File: src/hdl/tga_rle_pixel_decoder_macros.svh
// Assertion macros shared by the decoder modules.
`ifndef TGA_RLE_PIXEL_DECODER_MACROS_SVH
`define TGA_RLE_PIXEL_DECODER_MACROS_SVH

// Same-cycle implication, disabled during reset.
`define TGA_ASSERT_NOW(name, clk, rst, ante, cons) \
   name: assert property (@(posedge clk) disable iff (rst) (ante) |-> (cons)) \
      else $error("tga decoder: same-cycle check failed");

// Next-cycle implication, disabled during reset.
`define TGA_ASSERT_NEXT(name, clk, rst, ante, cons) \
   name: assert property (@(posedge clk) disable iff (rst) (ante) |=> (cons)) \
      else $error("tga decoder: next-cycle check failed");

`endif

File: src/hdl/tga_pkg.sv
// Types, constants and helper functions of the TGA run-length pixel decoder.
`default_nettype none
package tga_pkg;

   localparam int MAX_RUN              = 128;
   localparam int PIXEL_COUNT_BITS_DEF = 24;
   localparam int LIMIT_W              = 24;
   localparam int CSR_IDX_W            = 8;
   localparam int CSR_DATA_W           = 24;
   localparam int RUN_W                = 8;

   // Register indexes
   localparam logic [CSR_IDX_W-1:0] REG_BYTES_PER_PIXEL = 8'd0;
   localparam logic [CSR_IDX_W-1:0] REG_RLE_ENABLED     = 8'd1;
   localparam logic [CSR_IDX_W-1:0] REG_SWAP_RED_BLUE   = 8'd2;
   localparam logic [CSR_IDX_W-1:0] REG_PIXEL_LIMIT     = 8'd3;

   // Register reset values and the four-byte pixel size
   localparam logic [2:0]         BPP_RESET   = 3'd3;
   localparam logic [2:0]         BPP_FOUR    = 3'd4;
   localparam logic               RLE_RESET   = 1'b1;
   localparam logic               SWAP_RESET  = 1'b1;
   localparam logic [LIMIT_W-1:0] LIMIT_RESET = 24'hFFFFFF;

   typedef struct packed {
      logic [2:0]         bytes_per_pixel;
      logic               rle_enabled;
      logic               swap_red_blue;
      logic [LIMIT_W-1:0] pixel_limit;
   } tga_cfg_type;

   typedef struct packed {
      logic accept;   // take the input byte this cycle
      logic emit;     // load one result into the output register
   } tga_cmd_type;

   typedef struct packed {
      logic pixel_out;  // the offered byte completes a pixel that must be emitted
      logic last_emit;  // the pending run fits in one more result
      logic out_free;   // the output register can take a result
   } tga_sts_type;

   // Exchange bytes 0 and 2 when swapping is on.
   function automatic logic [31:0] finish_pixel(input logic [31:0] p, input logic swap);
      logic [31:0] r;
      r = p;
      if (swap) begin
         r = {p[31:24], p[7:0], p[15:8], p[23:16]};
      end
      return r;
   endfunction

endpackage
`default_nettype wire

File: src/hdl/tga_if.sv
// Handshake channel interfaces of the decoder: byte input, pixel output, register writes.
`default_nettype none
interface tga_req_if;
   logic       valid;
   logic       ready;
   logic [7:0] data_byte;
   logic       frame_start;
   modport source (output valid, output data_byte, output frame_start, input ready);
   modport sink   (input valid, input data_byte, input frame_start, output ready);
endinterface

interface tga_rsp_if;
   logic        valid;
   logic        ready;
   logic [31:0] pixel_first;
   logic [31:0] pixel_second;
   logic [1:0]  pixel_count;
   logic        last_of_run;
   logic        frame_done;
   modport source (output valid, output pixel_first, output pixel_second,
                   output pixel_count, output last_of_run, output frame_done,
                   input ready);
   modport sink   (input valid, input pixel_first, input pixel_second,
                   input pixel_count, input last_of_run, input frame_done,
                   output ready);
endinterface

interface tga_csr_if;
   logic                           valid;
   logic                           ready;
   logic [tga_pkg::CSR_IDX_W-1:0]  index;
   logic [tga_pkg::CSR_DATA_W-1:0] data;
   modport source (output valid, output index, output data, input ready);
   modport sink   (input valid, input index, input data, output ready);
endinterface
`default_nettype wire

File: src/hdl/tga_csr.sv
// Configuration register bank of the decoder.
`default_nettype none
module tga_csr (
   input  wire                  clock,
   input  wire                  reset,
   tga_csr_if.sink              csr_bus,
   output tga_pkg::tga_cfg_type cfg
);

   tga_pkg::tga_cfg_type cfg_ff, cfg_in;

   assign csr_bus.ready = 1'b1;
   assign cfg = cfg_ff;

   // Decode the write index; keep only each register's low bits
   always_comb begin
      cfg_in = cfg_ff;
      if (csr_bus.valid) begin
         case (csr_bus.index)
            tga_pkg::REG_BYTES_PER_PIXEL: cfg_in.bytes_per_pixel = csr_bus.data[2:0];
            tga_pkg::REG_RLE_ENABLED:     cfg_in.rle_enabled     = csr_bus.data[0];
            tga_pkg::REG_SWAP_RED_BLUE:   cfg_in.swap_red_blue   = csr_bus.data[0];
            tga_pkg::REG_PIXEL_LIMIT:     cfg_in.pixel_limit     =
               csr_bus.data[tga_pkg::LIMIT_W-1:0];
            default: cfg_in = cfg_ff;
         endcase
      end
   end

   always_ff @(posedge clock) begin
      if (reset) begin
         cfg_ff.bytes_per_pixel <= tga_pkg::BPP_RESET;
         cfg_ff.rle_enabled     <= tga_pkg::RLE_RESET;
         cfg_ff.swap_red_blue   <= tga_pkg::SWAP_RESET;
         cfg_ff.pixel_limit     <= tga_pkg::LIMIT_RESET;
      end else begin
         cfg_ff <= cfg_in;
      end
   end

endmodule
`default_nettype wire

File: src/hdl/tga_ctrl.sv
// Controller state machine: accepts bytes, then sequences the output of a pixel run.
`default_nettype none
`include "tga_rle_pixel_decoder_macros.svh"
module tga_ctrl (
   input  wire                  clock,
   input  wire                  reset,
   input  wire                  req_valid,
   output logic                 req_ready,
   input  tga_pkg::tga_sts_type sts,
   output tga_pkg::tga_cmd_type cmd
);

   localparam logic ST_IDLE = 1'b0;
   localparam logic ST_EMIT = 1'b1;

   logic state_ff, state_in;

   // Take bytes only while no run is being emitted
   assign req_ready  = (state_ff == ST_IDLE);
   assign cmd.accept = req_valid && (state_ff == ST_IDLE);
   assign cmd.emit   = (state_ff == ST_EMIT) && sts.out_free;

   // Advance on a completed pixel, return after the last result of the run
   always_comb begin
      state_in = state_ff;
      case (state_ff)
         ST_IDLE: begin
            if (cmd.accept && sts.pixel_out) begin
               state_in = ST_EMIT;
            end
         end
         ST_EMIT: begin
            if (cmd.emit && sts.last_emit) begin
               state_in = ST_IDLE;
            end
         end
         default: state_in = ST_IDLE;
      endcase
   end

   always_ff @(posedge clock) begin
      if (reset) begin
         state_ff <= ST_IDLE;
      end else begin
         state_ff <= state_in;
      end
   end

   `TGA_ASSERT_NEXT(a_pixel_starts_emit, clock, reset, cmd.accept && sts.pixel_out, state_ff == ST_EMIT)
   `TGA_ASSERT_NEXT(a_last_result_idles, clock, reset, cmd.emit && sts.last_emit, state_ff == ST_IDLE)
   `TGA_ASSERT_NOW(a_no_accept_and_emit, clock, reset, cmd.emit, !cmd.accept)

endmodule
`default_nettype wire

File: src/hdl/tga_dpath.sv
// Datapath: packet and pixel state, pixel assembly, run clipping and the output register.
`default_nettype none
`include "tga_rle_pixel_decoder_macros.svh"
module tga_dpath #(
   parameter int PIXEL_COUNT_BITS = tga_pkg::PIXEL_COUNT_BITS_DEF
) (
   input  wire                  clock,
   input  wire                  reset,
   input  wire [7:0]            data_byte,
   input  wire                  frame_start,
   input  tga_pkg::tga_cfg_type cfg,
   input  tga_pkg::tga_cmd_type cmd,
   output tga_pkg::tga_sts_type sts,
   tga_rsp_if.source            rsp_bus
);

   localparam int CW = (PIXEL_COUNT_BITS > tga_pkg::LIMIT_W) ?
                       PIXEL_COUNT_BITS : tga_pkg::LIMIT_W;
   localparam int RW = tga_pkg::RUN_W;
   localparam logic [PIXEL_COUNT_BITS-1:0] COUNT_MAX = '1;

   // Decoder state
   logic                        hdr_ff, hdr_in;
   logic                        run_ff, run_in;
   logic [RW-1:0]               left_ff, left_in;
   logic [1:0]                  idx_ff, idx_in;
   logic [31:0]                 asm_ff, asm_in;
   logic [PIXEL_COUNT_BITS-1:0] emitted_ff, emitted_in;
   // Run being emitted
   logic [31:0]                 pix_ff, pix_in;
   logic [RW-1:0]               emit_left_ff, emit_left_in;
   // Output register
   logic                        out_valid_ff, out_valid_in;
   logic [31:0]                 out_first_ff, out_first_in;
   logic [31:0]                 out_second_ff, out_second_in;
   logic [1:0]                  out_count_ff, out_count_in;
   logic                        out_last_ff, out_last_in;
   logic                        out_done_ff, out_done_in;

   // Values seen by the accepted byte after an optional frame restart
   logic                        hdr_e, run_e;
   logic [RW-1:0]               left_e;
   logic [1:0]                  idx_e;
   logic [31:0]                 asm_e;
   logic [PIXEL_COUNT_BITS-1:0] emitted_e;

   logic [CW-1:0]   emitted_x, limit_x, rem_x;
   logic            frame_full, is_header, complete;
   logic [1:0]      last_idx;
   logic [31:0]     asm_new;
   logic [RW-1:0]   left_dec, n_raw, n_clip;
   logic            two;
   logic [RW-1:0]   emit_step_left;
   logic [PIXEL_COUNT_BITS:0] emit_sum;
   logic [PIXEL_COUNT_BITS-1:0] emit_count;

   assign hdr_e     = frame_start ? 1'b1 : hdr_ff;
   assign run_e     = frame_start ? 1'b0 : run_ff;
   assign left_e    = frame_start ? '0 : left_ff;
   assign idx_e     = frame_start ? 2'd0 : idx_ff;
   assign asm_e     = frame_start ? 32'd0 : asm_ff;
   assign emitted_e = frame_start ? '0 : emitted_ff;

   // Pixels still allowed in this frame
   assign emitted_x  = CW'(emitted_e);
   assign limit_x    = CW'(cfg.pixel_limit);
   assign frame_full = (emitted_x >= limit_x);
   assign rem_x      = limit_x - emitted_x;

   assign is_header = cfg.rle_enabled && hdr_e;
   assign last_idx  = (cfg.bytes_per_pixel == tga_pkg::BPP_FOUR) ? 2'd3 : 2'd2;
   assign complete  = (idx_e >= last_idx);

   // Insert the byte into the pixel under assembly
   always_comb begin
      asm_new = (idx_e == 2'd0) ? 32'd0 : asm_e;
      asm_new[8*idx_e +: 8] = data_byte;
   end

   assign left_dec = (left_e != '0) ? left_e - RW'(1) : '0;

   // Pixel count of this byte: whole run, or one literal; clip at the limit
   always_comb begin
      if (!cfg.rle_enabled) begin
         n_raw = RW'(1);
      end else if (run_e) begin
         n_raw = (left_e != '0) ? left_e : RW'(1);
      end else begin
         n_raw = RW'(1);
      end
      n_clip = (CW'(n_raw) > rem_x) ? rem_x[RW-1:0] : n_raw;
   end

   assign sts.pixel_out = !frame_full && !is_header && complete;
   assign sts.last_emit = (emit_left_ff <= RW'(2));
   assign sts.out_free  = !out_valid_ff || rsp_bus.ready;

   // One result of the run: two pixels while at least two remain
   assign two            = (emit_left_ff >= RW'(2));
   assign emit_step_left = emit_left_ff - (two ? RW'(2) : RW'(1));
   assign emit_sum       = {1'b0, emitted_ff} + (two ? (PIXEL_COUNT_BITS+1)'(2)
                                                     : (PIXEL_COUNT_BITS+1)'(1));
   assign emit_count     = emit_sum[PIXEL_COUNT_BITS] ? COUNT_MAX
                                                      : emit_sum[PIXEL_COUNT_BITS-1:0];

   // Next state of the decoder and the run
   always_comb begin
      hdr_in       = hdr_ff;
      run_in       = run_ff;
      left_in      = left_ff;
      idx_in       = idx_ff;
      asm_in       = asm_ff;
      emitted_in   = emitted_ff;
      pix_in       = pix_ff;
      emit_left_in = emit_left_ff;
      if (cmd.accept) begin
         hdr_in     = hdr_e;
         run_in     = run_e;
         left_in    = left_e;
         idx_in     = idx_e;
         asm_in     = asm_e;
         emitted_in = emitted_e;
         if (!frame_full) begin
            if (is_header) begin
               // Packet header: raw count or run length
               if (data_byte < 8'(tga_pkg::MAX_RUN)) begin
                  run_in  = 1'b0;
                  left_in = RW'(data_byte) + RW'(1);
               end else begin
                  run_in  = 1'b1;
                  left_in = RW'(data_byte - 8'(tga_pkg::MAX_RUN - 1));
               end
               hdr_in = 1'b0;
               idx_in = 2'd0;
            end else begin
               asm_in = asm_new;
               if (!complete) begin
                  idx_in = idx_e + 2'd1;
               end else begin
                  idx_in       = 2'd0;
                  pix_in       = tga_pkg::finish_pixel(asm_new, cfg.swap_red_blue);
                  emit_left_in = n_clip;
                  if (cfg.rle_enabled) begin
                     if (run_e) begin
                        left_in = '0;
                        hdr_in  = 1'b1;
                     end else begin
                        left_in = left_dec;
                        if (left_dec == '0) begin
                           hdr_in = 1'b1;
                        end
                     end
                  end
               end
            end
         end
      end else if (cmd.emit) begin
         emit_left_in = emit_step_left;
         emitted_in   = emit_count;
      end
   end

   // Load or drain the output register
   always_comb begin
      out_valid_in  = out_valid_ff;
      out_first_in  = out_first_ff;
      out_second_in = out_second_ff;
      out_count_in  = out_count_ff;
      out_last_in   = out_last_ff;
      out_done_in   = out_done_ff;
      if (cmd.emit) begin
         out_valid_in  = 1'b1;
         out_first_in  = pix_ff;
         out_second_in = two ? pix_ff : 32'd0;
         out_count_in  = two ? 2'd2 : 2'd1;
         out_last_in   = (emit_step_left == '0);
         out_done_in   = (CW'(emit_count) >= limit_x);
      end else if (rsp_bus.ready) begin
         out_valid_in = 1'b0;
      end
   end

   always_ff @(posedge clock) begin
      if (reset) begin
         hdr_ff       <= 1'b1;
         run_ff       <= 1'b0;
         left_ff      <= '0;
         idx_ff       <= 2'd0;
         asm_ff       <= 32'd0;
         emitted_ff   <= '0;
         emit_left_ff <= '0;
         out_valid_ff <= 1'b0;
      end else begin
         hdr_ff       <= hdr_in;
         run_ff       <= run_in;
         left_ff      <= left_in;
         idx_ff       <= idx_in;
         asm_ff       <= asm_in;
         emitted_ff   <= emitted_in;
         emit_left_ff <= emit_left_in;
         out_valid_ff <= out_valid_in;
      end
   end

   always_ff @(posedge clock) begin
      pix_ff        <= pix_in;
      out_first_ff  <= out_first_in;
      out_second_ff <= out_second_in;
      out_count_ff  <= out_count_in;
      out_last_ff   <= out_last_in;
      out_done_ff   <= out_done_in;
   end

   assign rsp_bus.valid        = out_valid_ff;
   assign rsp_bus.pixel_first  = out_first_ff;
   assign rsp_bus.pixel_second = out_second_ff;
   assign rsp_bus.pixel_count  = out_count_ff;
   assign rsp_bus.last_of_run  = out_last_ff;
   assign rsp_bus.frame_done   = out_done_ff;

   `TGA_ASSERT_NEXT(a_run_loaded, clock, reset, cmd.accept && sts.pixel_out, emit_left_ff != '0)
   `TGA_ASSERT_NOW(a_emit_has_pixels, clock, reset, cmd.emit, emit_left_ff != '0)

endmodule
`default_nettype wire

File: src/hdl/tga_rle_pixel_decoder.sv
// Top level of the TGA run-length pixel decoder.
// Takes one stream byte per accepted req transaction and returns pixels on rsp, up to two per
// transaction. A packet header byte, or a pixel byte that does not finish a pixel, is taken
// with no output. The byte that finishes a pixel moves the controller to its emit state, which
// issues ceil(n/2) results for n repeated pixels, so up to 64 results for a 128-pixel run
// packet, one result per cycle while rsp is ready. The single output register, filled with
// two copies of the pixel per result, sets that rate; input is held off while a run drains.
// Decoding stops at pixel_limit; further bytes are taken and dropped until frame_start.
// Registers (csr index): 0 bytes_per_pixel, 1 rle_enabled, 2 swap_red_blue, 3 pixel_limit;
// write them only while the decoder is idle.
`default_nettype none
module tga_rle_pixel_decoder #(
   parameter int PIXEL_COUNT_BITS = tga_pkg::PIXEL_COUNT_BITS_DEF
) (
   input  wire       clock,
   input  wire       reset,
   tga_req_if.sink   req_bus,
   tga_rsp_if.source rsp_bus,
   tga_csr_if.sink   csr_bus
);

   tga_pkg::tga_cfg_type cfg;
   tga_pkg::tga_cmd_type cmd;
   tga_pkg::tga_sts_type sts;

   tga_csr u_csr (
      .clock   (clock),
      .reset   (reset),
      .csr_bus (csr_bus),
      .cfg     (cfg)
   );

   tga_ctrl u_ctrl (
      .clock     (clock),
      .reset     (reset),
      .req_valid (req_bus.valid),
      .req_ready (req_bus.ready),
      .sts       (sts),
      .cmd       (cmd)
   );

   tga_dpath #(
      .PIXEL_COUNT_BITS (PIXEL_COUNT_BITS)
   ) u_dpath (
      .clock       (clock),
      .reset       (reset),
      .data_byte   (req_bus.data_byte),
      .frame_start (req_bus.frame_start),
      .cfg         (cfg),
      .cmd         (cmd),
      .sts         (sts),
      .rsp_bus     (rsp_bus)
   );

endmodule
`default_nettype wire

File: src/flat_wrapper.sv
// flat-port wrapper written by rule: the top's interface ports become plain ports
module tga_rle_pixel_decoder_flat 
#(
   parameter int PIXEL_COUNT_BITS = tga_pkg::PIXEL_COUNT_BITS_DEF
)
  (clock, reset, req_bus_valid, req_bus_data_byte, req_bus_frame_start, req_bus_ready, rsp_bus_valid, rsp_bus_pixel_first, rsp_bus_pixel_second, rsp_bus_pixel_count, rsp_bus_last_of_run, rsp_bus_frame_done, rsp_bus_ready, csr_bus_valid, csr_bus_index, csr_bus_data, csr_bus_ready);
  tga_req_if req_bus_i ();
  tga_rsp_if rsp_bus_i ();
  tga_csr_if csr_bus_i ();
  input  wire clock;
  input  wire reset;
  input wire logic [$bits(req_bus_i.valid)-1:0] req_bus_valid;
  input wire logic [$bits(req_bus_i.data_byte)-1:0] req_bus_data_byte;
  input wire logic [$bits(req_bus_i.frame_start)-1:0] req_bus_frame_start;
  output wire logic [$bits(req_bus_i.ready)-1:0] req_bus_ready;
  output wire logic [$bits(rsp_bus_i.valid)-1:0] rsp_bus_valid;
  output wire logic [$bits(rsp_bus_i.pixel_first)-1:0] rsp_bus_pixel_first;
  output wire logic [$bits(rsp_bus_i.pixel_second)-1:0] rsp_bus_pixel_second;
  output wire logic [$bits(rsp_bus_i.pixel_count)-1:0] rsp_bus_pixel_count;
  output wire logic [$bits(rsp_bus_i.last_of_run)-1:0] rsp_bus_last_of_run;
  output wire logic [$bits(rsp_bus_i.frame_done)-1:0] rsp_bus_frame_done;
  input wire logic [$bits(rsp_bus_i.ready)-1:0] rsp_bus_ready;
  input wire logic [$bits(csr_bus_i.valid)-1:0] csr_bus_valid;
  input wire logic [$bits(csr_bus_i.index)-1:0] csr_bus_index;
  input wire logic [$bits(csr_bus_i.data)-1:0] csr_bus_data;
  output wire logic [$bits(csr_bus_i.ready)-1:0] csr_bus_ready;
  assign req_bus_i.valid = req_bus_valid;
  assign req_bus_i.data_byte = req_bus_data_byte;
  assign req_bus_i.frame_start = req_bus_frame_start;
  assign req_bus_ready = req_bus_i.ready;
  assign rsp_bus_valid = rsp_bus_i.valid;
  assign rsp_bus_pixel_first = rsp_bus_i.pixel_first;
  assign rsp_bus_pixel_second = rsp_bus_i.pixel_second;
  assign rsp_bus_pixel_count = rsp_bus_i.pixel_count;
  assign rsp_bus_last_of_run = rsp_bus_i.last_of_run;
  assign rsp_bus_frame_done = rsp_bus_i.frame_done;
  assign rsp_bus_i.ready = rsp_bus_ready;
  assign csr_bus_i.valid = csr_bus_valid;
  assign csr_bus_i.index = csr_bus_index;
  assign csr_bus_i.data = csr_bus_data;
  assign csr_bus_ready = csr_bus_i.ready;
  tga_rle_pixel_decoder #(.PIXEL_COUNT_BITS(PIXEL_COUNT_BITS)) u_core (.clock(clock), .reset(reset), .req_bus(req_bus_i), .rsp_bus(rsp_bus_i), .csr_bus(csr_bus_i));
endmodule
File: config.mk
export PLATFORM = sky130hd
export DESIGN_NAME = tga_rle_pixel_decoder_flat
export DESIGN_NICKNAME = d
export VERILOG_FILES = /design/src/hdl/tga_pkg.sv /design/src/hdl/tga_if.sv /design/src/hdl/tga_csr.sv /design/src/hdl/tga_ctrl.sv /design/src/hdl/tga_dpath.sv /design/src/hdl/tga_rle_pixel_decoder.sv /design/src/flat_wrapper.sv
export VERILOG_INCLUDE_DIRS = /design/src /design/src/hdl
export SDC_FILE = /design/constraint.sdc
export NUM_CORES = 1
export LEC_CHECK = 0
export ABC_CLOCK_PERIOD_IN_PS = 14840
export BUFFER_PORTS_ARGS = -buffer_cell sky130_fd_sc_hd__buf_2
export CORE_ASPECT_RATIO = 0.9
export CORE_MARGIN = 3
export CORE_UTILIZATION = 63
export CTS_CLUSTER_SIZE = 30
export DETAILED_ROUTE_END_ITERATION = 10
export HOLD_SLACK_MARGIN = 0.15
export PLACE_DENSITY_LB_ADDON = 0.15
export SLEW_MARGIN = 0
export SYNTH_ARGS = -nofsm -noshare
export SYNTH_HDL_FRONTEND = slang
export SYNTH_SLANG_ARGS = --single-unit
File: constraint.sdc
create_clock -name clock -period 14.84 [get_ports clock]
set_input_delay 0 -clock clock [delete_from_list [all_inputs] [get_ports clock]]
set_output_delay 0 -clock clock [all_outputs]
set_load 0.01 [all_outputs]
==> results of run 1 <==
==> worst paths after layout <==
kind / endpoint / slack [ps]
setup reg to reg: u_core.u_dpath.rsp_bus.frame_done / 9120
hold / removal: u_core.u_dpath.asm_ff[2] / 240
hold reg to reg: u_core.u_dpath.rsp_bus.pixel_first[18] / 440
setup / recovery: u_core.u_dpath.rsp_bus.frame_done / 9120
==> sequential cells by signal (all words and copies together), names as in the netlist, 8 cells and up <==
name,flops
u_core.u_dpath.asm_ff,32
u_core.u_dpath.pix_ff,32
u_core.u_dpath.rsp_bus.pixel_first,32
u_core.u_dpath.rsp_bus.pixel_second,32
u_core.u_csr.cfg,29
u_core.u_dpath.emitted_ff,24
u_core.u_dpath.emit_left_ff,8
u_core.u_dpath.left_ff,8
==> final cells by class <==
class	instances	area [um^2]
inverter	58	219
tap	240	300
clock inverter	10	68.8
multi-input combinational	928	6020
clock buffer	30	591
timing repair buffer	166	1060
sequential	207	5140
fill	1326	4490
==> worst max-delay path, stage by stage, from the launching register on <==
cell,delay [ps]
dfxtp_1,350
or3_1,400
or4_1,460
nor2_2,130
ha_1,170
inv_1,60
fa_1,450
and4b_1,340
and3_1,260
nand3_1,130
or2_1,310
or3_1,720
nand2_1,240
ha_1,260
a21o_1,150
a21o_1,170
a21o_1,170
a21o_1,170
a21oi_1,130
o21ai_0,120
a211oi_1,240
a21oi_1,60
==> cells by family (layout without fill, tap and decap cells) <==
| group | count (synthesis) | in the layout |
|---|---|---|
| AND/OR/NAND/NOR | 452 | 452 |
| AO/OA/AOI/OAI | 340 | 340 |
| flip-flops | 207 | 207 |
| buffers and inverters | 121 | 264 |
| adder cells (fa/ha/maj) | 72 | 72 |
| XOR/XNOR | 36 | 36 |
| multiplexers | 27 | 27 |
| other | 1 | 1 |
==> repair_timing <==
action                    in CTS  in global routing
buffers inserted               0                  0
hold buffers                  42                  0
hold endpoints to repair      91                  0
==> synth_stat cells, drive strengths merged (3+ instances only) <==
cell type,count,area share
edfxtp,100,0.26
a211o,6,0.0045
nand3b,26,0.017
and4,8,0.0062
nor2b,48,0.026
and3,12,0.0064
clkbuf,44,0.014
nand3,28,0.012
and2,8,0.0046
nand4,9,0.0048
a21o,25,0.016
nand2,149,0.048
xor2,15,0.011
or3,5,0.0027
a31oi,11,0.0059
nor4b,3,0.0023
mux2i,21,0.018
ha,69,0.074
a21oi,82,0.036
nor3b,6,0.0053
a211oi,7,0.0056
inv,58,0.019
dfxtp,107,0.18
a22o,24,0.018
a22oi,54,0.035
o21ai,76,0.033
nand2b,6,0.0034
nor4,7,0.0038
xnor2,21,0.016
fa,3,0.0052
a221o,4,0.0034
nor3,25,0.011
a32oi,3,0.0023
o211ai,10,0.0064
mux2,6,0.0058
o21a,11,0.0071
o21bai,4,0.0026
nor2,105,0.034
buf,19,0.0084
==> power breakdown <==
part / switching, mW / internal [mW]
Sequential: 0.00408 / 0.597
Clock: 0.226 / 0.281
Combinational: 0.0404 / 0.0260
==> per-layer routing <==
layer / up-vias / routed length, um / track usage
li1: 4822 / - / -
met5: - / 0 / 0
met4: 0 / 710 / 0.0737
met1: 4883 / 14100 / 0.468
met3: 71 / 3570 / 0.0641
met2: 636 / 13600 / 0.455
==> reports/metrics.csv, run 1 <==
metric,value,unit
largest family of logic cells by synthesized area,compound AO/OA/AOI/OAI gates,
YS warnings,0,
Pwr Density,87.6,nW/um^2
Synth Area in XOR/XNOR,0.0271,
Final nets,1501,
Num CTS Buffers,22,
FP Rows,46,
Die Wd,149,um
initial antenna violation count,0,
DP Area,12300,um^2
Congestion Overflow GR,0,
CP Capture Type,flip-flop,
LEAKAGE,5.65,nW
total number of vias,10400,
Synth Area in Compound Gates,0.193,
Sink Count,207,
CP Launch Point,u_core.u_dpath.emit_left_ff[4],
Syn Area/Cell,9.27,um^2
initial core utilization,0.650,
buffers added on ports,115,
H-tree depth reported by CTS,1,
number of max-cap violations,0,
critical path type,reg2reg,
Worst-path clk slew,60,ps
Fin Hold WS,239,ps
Final Skew,15.9,ps
routability cong.,0.970,
Via density,6.35,
DP HPWL,21800,um
Finished Cell Area,13400,um^2
period utilization,0.386,
PnR worst setup slack,9120,ps
CTS tree,yes,
post-synthesis mux area share,0.0239,
FF-to-FF Start,u_core.u_dpath.emit_left_ff[4],
Syn-to-layout area delta,15.2,%
"EDFF count, synth",100,
fin cells,1639,
Worst-Skew Late Latency,520,ps
vias in the first global route,9288,
Synth async-reset ratio,0,
Total Power,1.17,mW
core area,17900,um^2
DRT iter0 DRCs,1172,
max-slew violations,0,
"critical path fanouts, max",22,
unrepaired setup endpoints after global routing,no,
Finished Core Util,0.749,
DRC viols,0,
VDD IR max,0.0819,mV
Worst setup SP type,flip-flop,
Pre-Repair DR Iteration Count,6,
post-synthesis simple-gate area fraction,0.193,
Fmax,175,MHz
worst r2r path cells,21,
mapped cell area,11600,um^2
setup TNS,0,ps
synth unique cells,78,
Hold Fails Final Rpt,0,
register area share after synthesis,0.442,
die height,135,um
"commonest non-fill, non-tap cell in the layout",nand2_1,
min-delay src,reset,
first-pass GRT wire length,49700,um
Required @ worst endpoint,15100,ps
total die area,20200,um^2
Final Critical Period,5720,ps
ANT nets after route,0,
slew at the pin closest to its max-slew limit,1330,ps
Adder-Cell Fraction of Synth Area,0.0793,
top_reg_cell synth,dfxtp_1,
I/O pins,117,
share of cells above drive strength 1,0.124,
post-placement setup slack,9190,ps
count of final setup violators,0,
worst hold stages,3,
Clock Tree Buf Depth,3,
ant diodes,0,
per-cell routed wire length,19.5,um
largest net degree at the start of global routing,104,
max_slew headroom,0.110,
most frequent cells in the layout,"nand2_1, buf_2, dfxtp_1",
dpl cells,1557,
Tightest Hold Check Type,in2reg,
Cells after Synth,1256,
GRT Total Usage,0.309,
Root Driver,clkbuf_16,
Critical Path AT,5990,ps
WL final,32000,um
outcome,completed,
"FF+latch count, synth",207,
post-CTS sizing,0,
syn nets,1374,
No activity file was read; power rests on OpenSTA's default activity.
==> run 2, diff against run 1 <==
--- a/config.mk
+++ b/config.mk
@@ -6,11 +6,12 @@
 export SDC_FILE = /design/constraint.sdc
 export NUM_CORES = 1
 export LEC_CHECK = 0
-export ABC_CLOCK_PERIOD_IN_PS = 14840
+export ABC_AREA = 1
+export ABC_CLOCK_PERIOD_IN_PS = 5100
 export BUFFER_PORTS_ARGS = -buffer_cell sky130_fd_sc_hd__buf_2
 export CORE_ASPECT_RATIO = 0.9
 export CORE_MARGIN = 3
-export CORE_UTILIZATION = 63
+export CORE_UTILIZATION = 55
 export CTS_CLUSTER_SIZE = 30
 export DETAILED_ROUTE_END_ITERATION = 10
 export HOLD_SLACK_MARGIN = 0.15
==> constraint.sdc (replaced) <==
create_clock -name clock -period 5.1 [get_ports clock]
set_input_delay 0 -clock clock [delete_from_list [all_inputs] [get_ports clock]]
set_output_delay 0 -clock clock [all_outputs]
set_load 0.01 [all_outputs]
==> run 2 against run 1 <==
  * Maximum frequency is 32% higher
  * Non-clock buffer count is 8 higher
  * Sequential share of layout area is 3.1 points lower
  * Die area is 23% higher
  * Design area is 8.7% higher
  * Critical path type unchanged
  * Area after synthesis is 7.9% higher
  * Total power grew to 3.2 times the previous value
==> reports/metrics.csv, run 2 <==
metric,value,unit,change
Num CTS Buffers,23,,+4.5%
max-slew violations,0,,unchanged
worst r2r path cells,21,,unchanged
post-synth top area share,0.239,,-0.0189
"EDFF count, synth",100,,unchanged
Critical Path AT,4570,ps,-1420 ps
max_slew headroom,0.280,,+0.170
CP Launch Point,u_core.u_dpath.emit_left_ff[2],,
top_reg_cell synth,dfxtp_1,,
Pre-Repair DR Iteration Count,5,,-1
most frequent cells in the layout,"nand2_1, inv_1, a21oi_1",,
share of cells above drive strength 1,0.129,,+0.00500
register area share after synthesis,0.410,,-0.0323
top post-synthesis cells by area,"edfxtp_1, dfxtp_1, nand2_1, ha_1, inv_1",,
LEAKAGE,6.44,nW,+14%
Root Driver,clkbuf_16,,
slew at the pin closest to its max-slew limit,1080,ps,-246 ps
Worst-Skew Late Latency,520,ps,about the same
fill cell count,1911,,+44%
first-pass GRT wire length,55800,um,+12%
"critical path fanouts, max",5,,-77%
total die area,24700,um^2,+23%
Via density,5.51,,-13%
Syn-to-layout area delta,16.0,%,
post-CTS sizing,0,,unchanged
top post-synthesis cells by count,"nand2_1, inv_1, a21oi_1",,
Tightest Hold Check Type,in2reg,,
post-placement setup slack,679,ps,-8510 ps
H-tree depth reported by CTS,1,,unchanged
Congestion Overflow GR,0,,unchanged
met3 track demand over resource,0.0414,,-0.0227
Syn Area/Cell,7.59,um^2,-18%
DP HPWL,24900,um,+14%
Required @ worst endpoint,5340,ps,-9760 ps
GRT Total Usage,0.280,,-0.0284
outcome,completed,,
CP Capture Type,flip-flop,,
initial antenna violation count,1,,+1
vias in the first global route,11000,,+18%
core area,22000,um^2,+23%
Sink Count,207,,unchanged
number of max-cap violations,0,,unchanged
r2r endpoint,u_core.u_dpath.rsp_bus.frame_done,,
Synth async-reset ratio,0,,unchanged
WL final,34600,um,+8.1%
postcts setup bufs,0,,unchanged
per-cell routed wire length,16.5,um,-16%
initial core utilization,0.571,,-0.0799
worst path cell trace,"nor2_1, inv_1, nor3_2, buf_4, ha_1, inv_1, fa_1, nor2_2, nand2_2, nor2_4, nand3_4, nor3_4, nand4_4, nor3_2, nand4_2, nand3_2, ha_1, a21oi_1, nor2_1, a2111oi_0, nand4_1",,
"commonest non-fill, non-tap cell in the layout",nand2_1,,
Cells after Synth,1654,,+32%
Die Wd,165,um,+11%
"slowest stage delay, CP",430,ps,-290 ps
GR Util met1,0.420,,-0.0488
critical path type,reg2reg,,
count of final setup violators,0,,unchanged
buffers added on ports,115,,unchanged
setup TNS,0,ps,unchanged
"FF+latch count, synth",207,,unchanged
routability cong.,0.953,,-1.7%
unrepaired setup endpoints after global routing,no,,
critical path capture point,u_core.u_dpath.rsp_bus.frame_done,,
DRT iter0 DRCs,937,,-20%
DRC viols,0,,unchanged
Final Skew,17.6,ps,+1.65 ps
I/O pins,117,,unchanged
PnR worst setup slack,773,ps,-8350 ps
post-synth top area cell,edfxtp_1,,
FP Rows,51,,+11%
synth unique cells,54,,-31%
YS warnings,0,,unchanged
largest net degree at the start of global routing,84,,-19%
Clock Tree Buf Depth,3,,unchanged
grt peak-use layer,met2,,
most common cell in the netlist,nand2_1,,
CTS tree,yes,,
ANT nets after route,0,,unchanged
FF-to-FF Start,u_core.u_dpath.emit_left_ff[2],,
Worst-path clk slew,60,ps,about the same
Fmax,231,MHz,+32%
critical path's slowest cell,fa_1,,
Final Critical Period,4330,ps,-1390 ps
R2R Setup Slk,770,ps,-8350 ps
mapped cell area,12600,um^2,+7.9%
die height,149,um,+11%
met2 Resource Use GR,0.431,,-0.0244
hold buffer count at CTS,49,,+17%
Final nets,1912,,+27%
Hold Fails Final Rpt,0,,unchanged
VDD IR max,0.332,mV,+300%
syn nets,1772,,+29%
Pwr Density,259,nW/um^2,+200%
Worst setup SP type,flip-flop,,
total number of vias,11600,,+11%
period utilization,0.848,,+0.463
## run 2: changes by cell type after synthesis, moves of 21 or more
cell and delta:
nor2b_1 -48, a21o_1 -24, inv_1 +168, nand2_1 +286, o21ai_0 +24, a22oi_1 -52
mux2i_1 -21, o211ai_1 +22, nand3b_1 -21, a22o_1 -24, nand3_1 +31, a21oi_1 +71
## run 2: logic make-up after synthesis
group,count (synthesis),share of synthesized area
xor gates and xnor gates,23,0.0160
adders and majority gates,72,0.0735
other,1,0.000299
AOI/OAI and AO/OA,341,0.157
buffers and inverters,292,0.0914
DFF,207,0.410
and+or+nand+nor,718,0.252
## run 2: worst min path at each step
stage,depth (start not counted),to,slack (ps),from
after floorplan,2,u_core.u_csr.cfg[10],130,csr_bus_data[10]
after global placement,3,u_core.u_csr.cfg[11],220,csr_bus_data[11]
after detailed placement,3,u_core.u_csr.cfg[11],220,csr_bus_data[11]
after CTS,4,u_core.u_csr.cfg[6],210,csr_bus_data[6]
after global routing,4,u_core.u_csr.cfg[22],260,csr_bus_data[22]
final,5,u_core.u_dpath.left_ff[2],230,req_bus_valid
## run 2: where the power goes
part / switching, mW / internal [mW]
clock: 0.693 / 1.01
combinational: 0.195 / 0.103
sequential: 0.0100 / 1.75
total: 0.899 / 2.87
## run 2: final cells by class
cell class              instances  area (um^2)  share of cell area
multi-input cells            1155         6280               0.431
flip-flops and latches        207         5140               0.353
repair buffers                174         1140              0.0783
inverters                     233          876              0.0601
clock buffers                  28          614              0.0422
well taps                     291          364              0.0250
clock inverters                14          154              0.0106
diodes                          1         2.50            0.000172
## run 2: per-layer routing
metal  vias up  share of wire  wire [um]
met5         -        0.00038         13
met4         2          0.019        653
met3        39          0.065       2260
met2       358           0.44      15100
met1      5382           0.48      16600
li1       5802              -          -
## run 2: worst max-delay path: cells and delay by family, from the launching register on
kind	cells	cell delay (ps)
AO/OA/AOI/OAI	2	580
flip-flops	1	330
adder cells (fa/ha/maj)	3	850
AND/OR/NAND/NOR	13	1990
buffers and inverters	3	310
## run 2: stage by stage
step | cells | power (mW) | area, um^2 | hold slack (ps) | utilization
final | 2103 | 3.77 | 14600 | 229 | 0.662
after global routing | 2102 | 3.88 | 14600 | 265 | 0.662
after CTS | 2102 | 3.79 | 14600 | 210 | 0.662
after detailed placement | 2011 | 2.07 | 13300 | 222 | 0.605
after global placement | 2011 | 2.06 | 13300 | 217 | 0.605
after floorplan | 1654 | 1.99 | 12600 | 130 | -
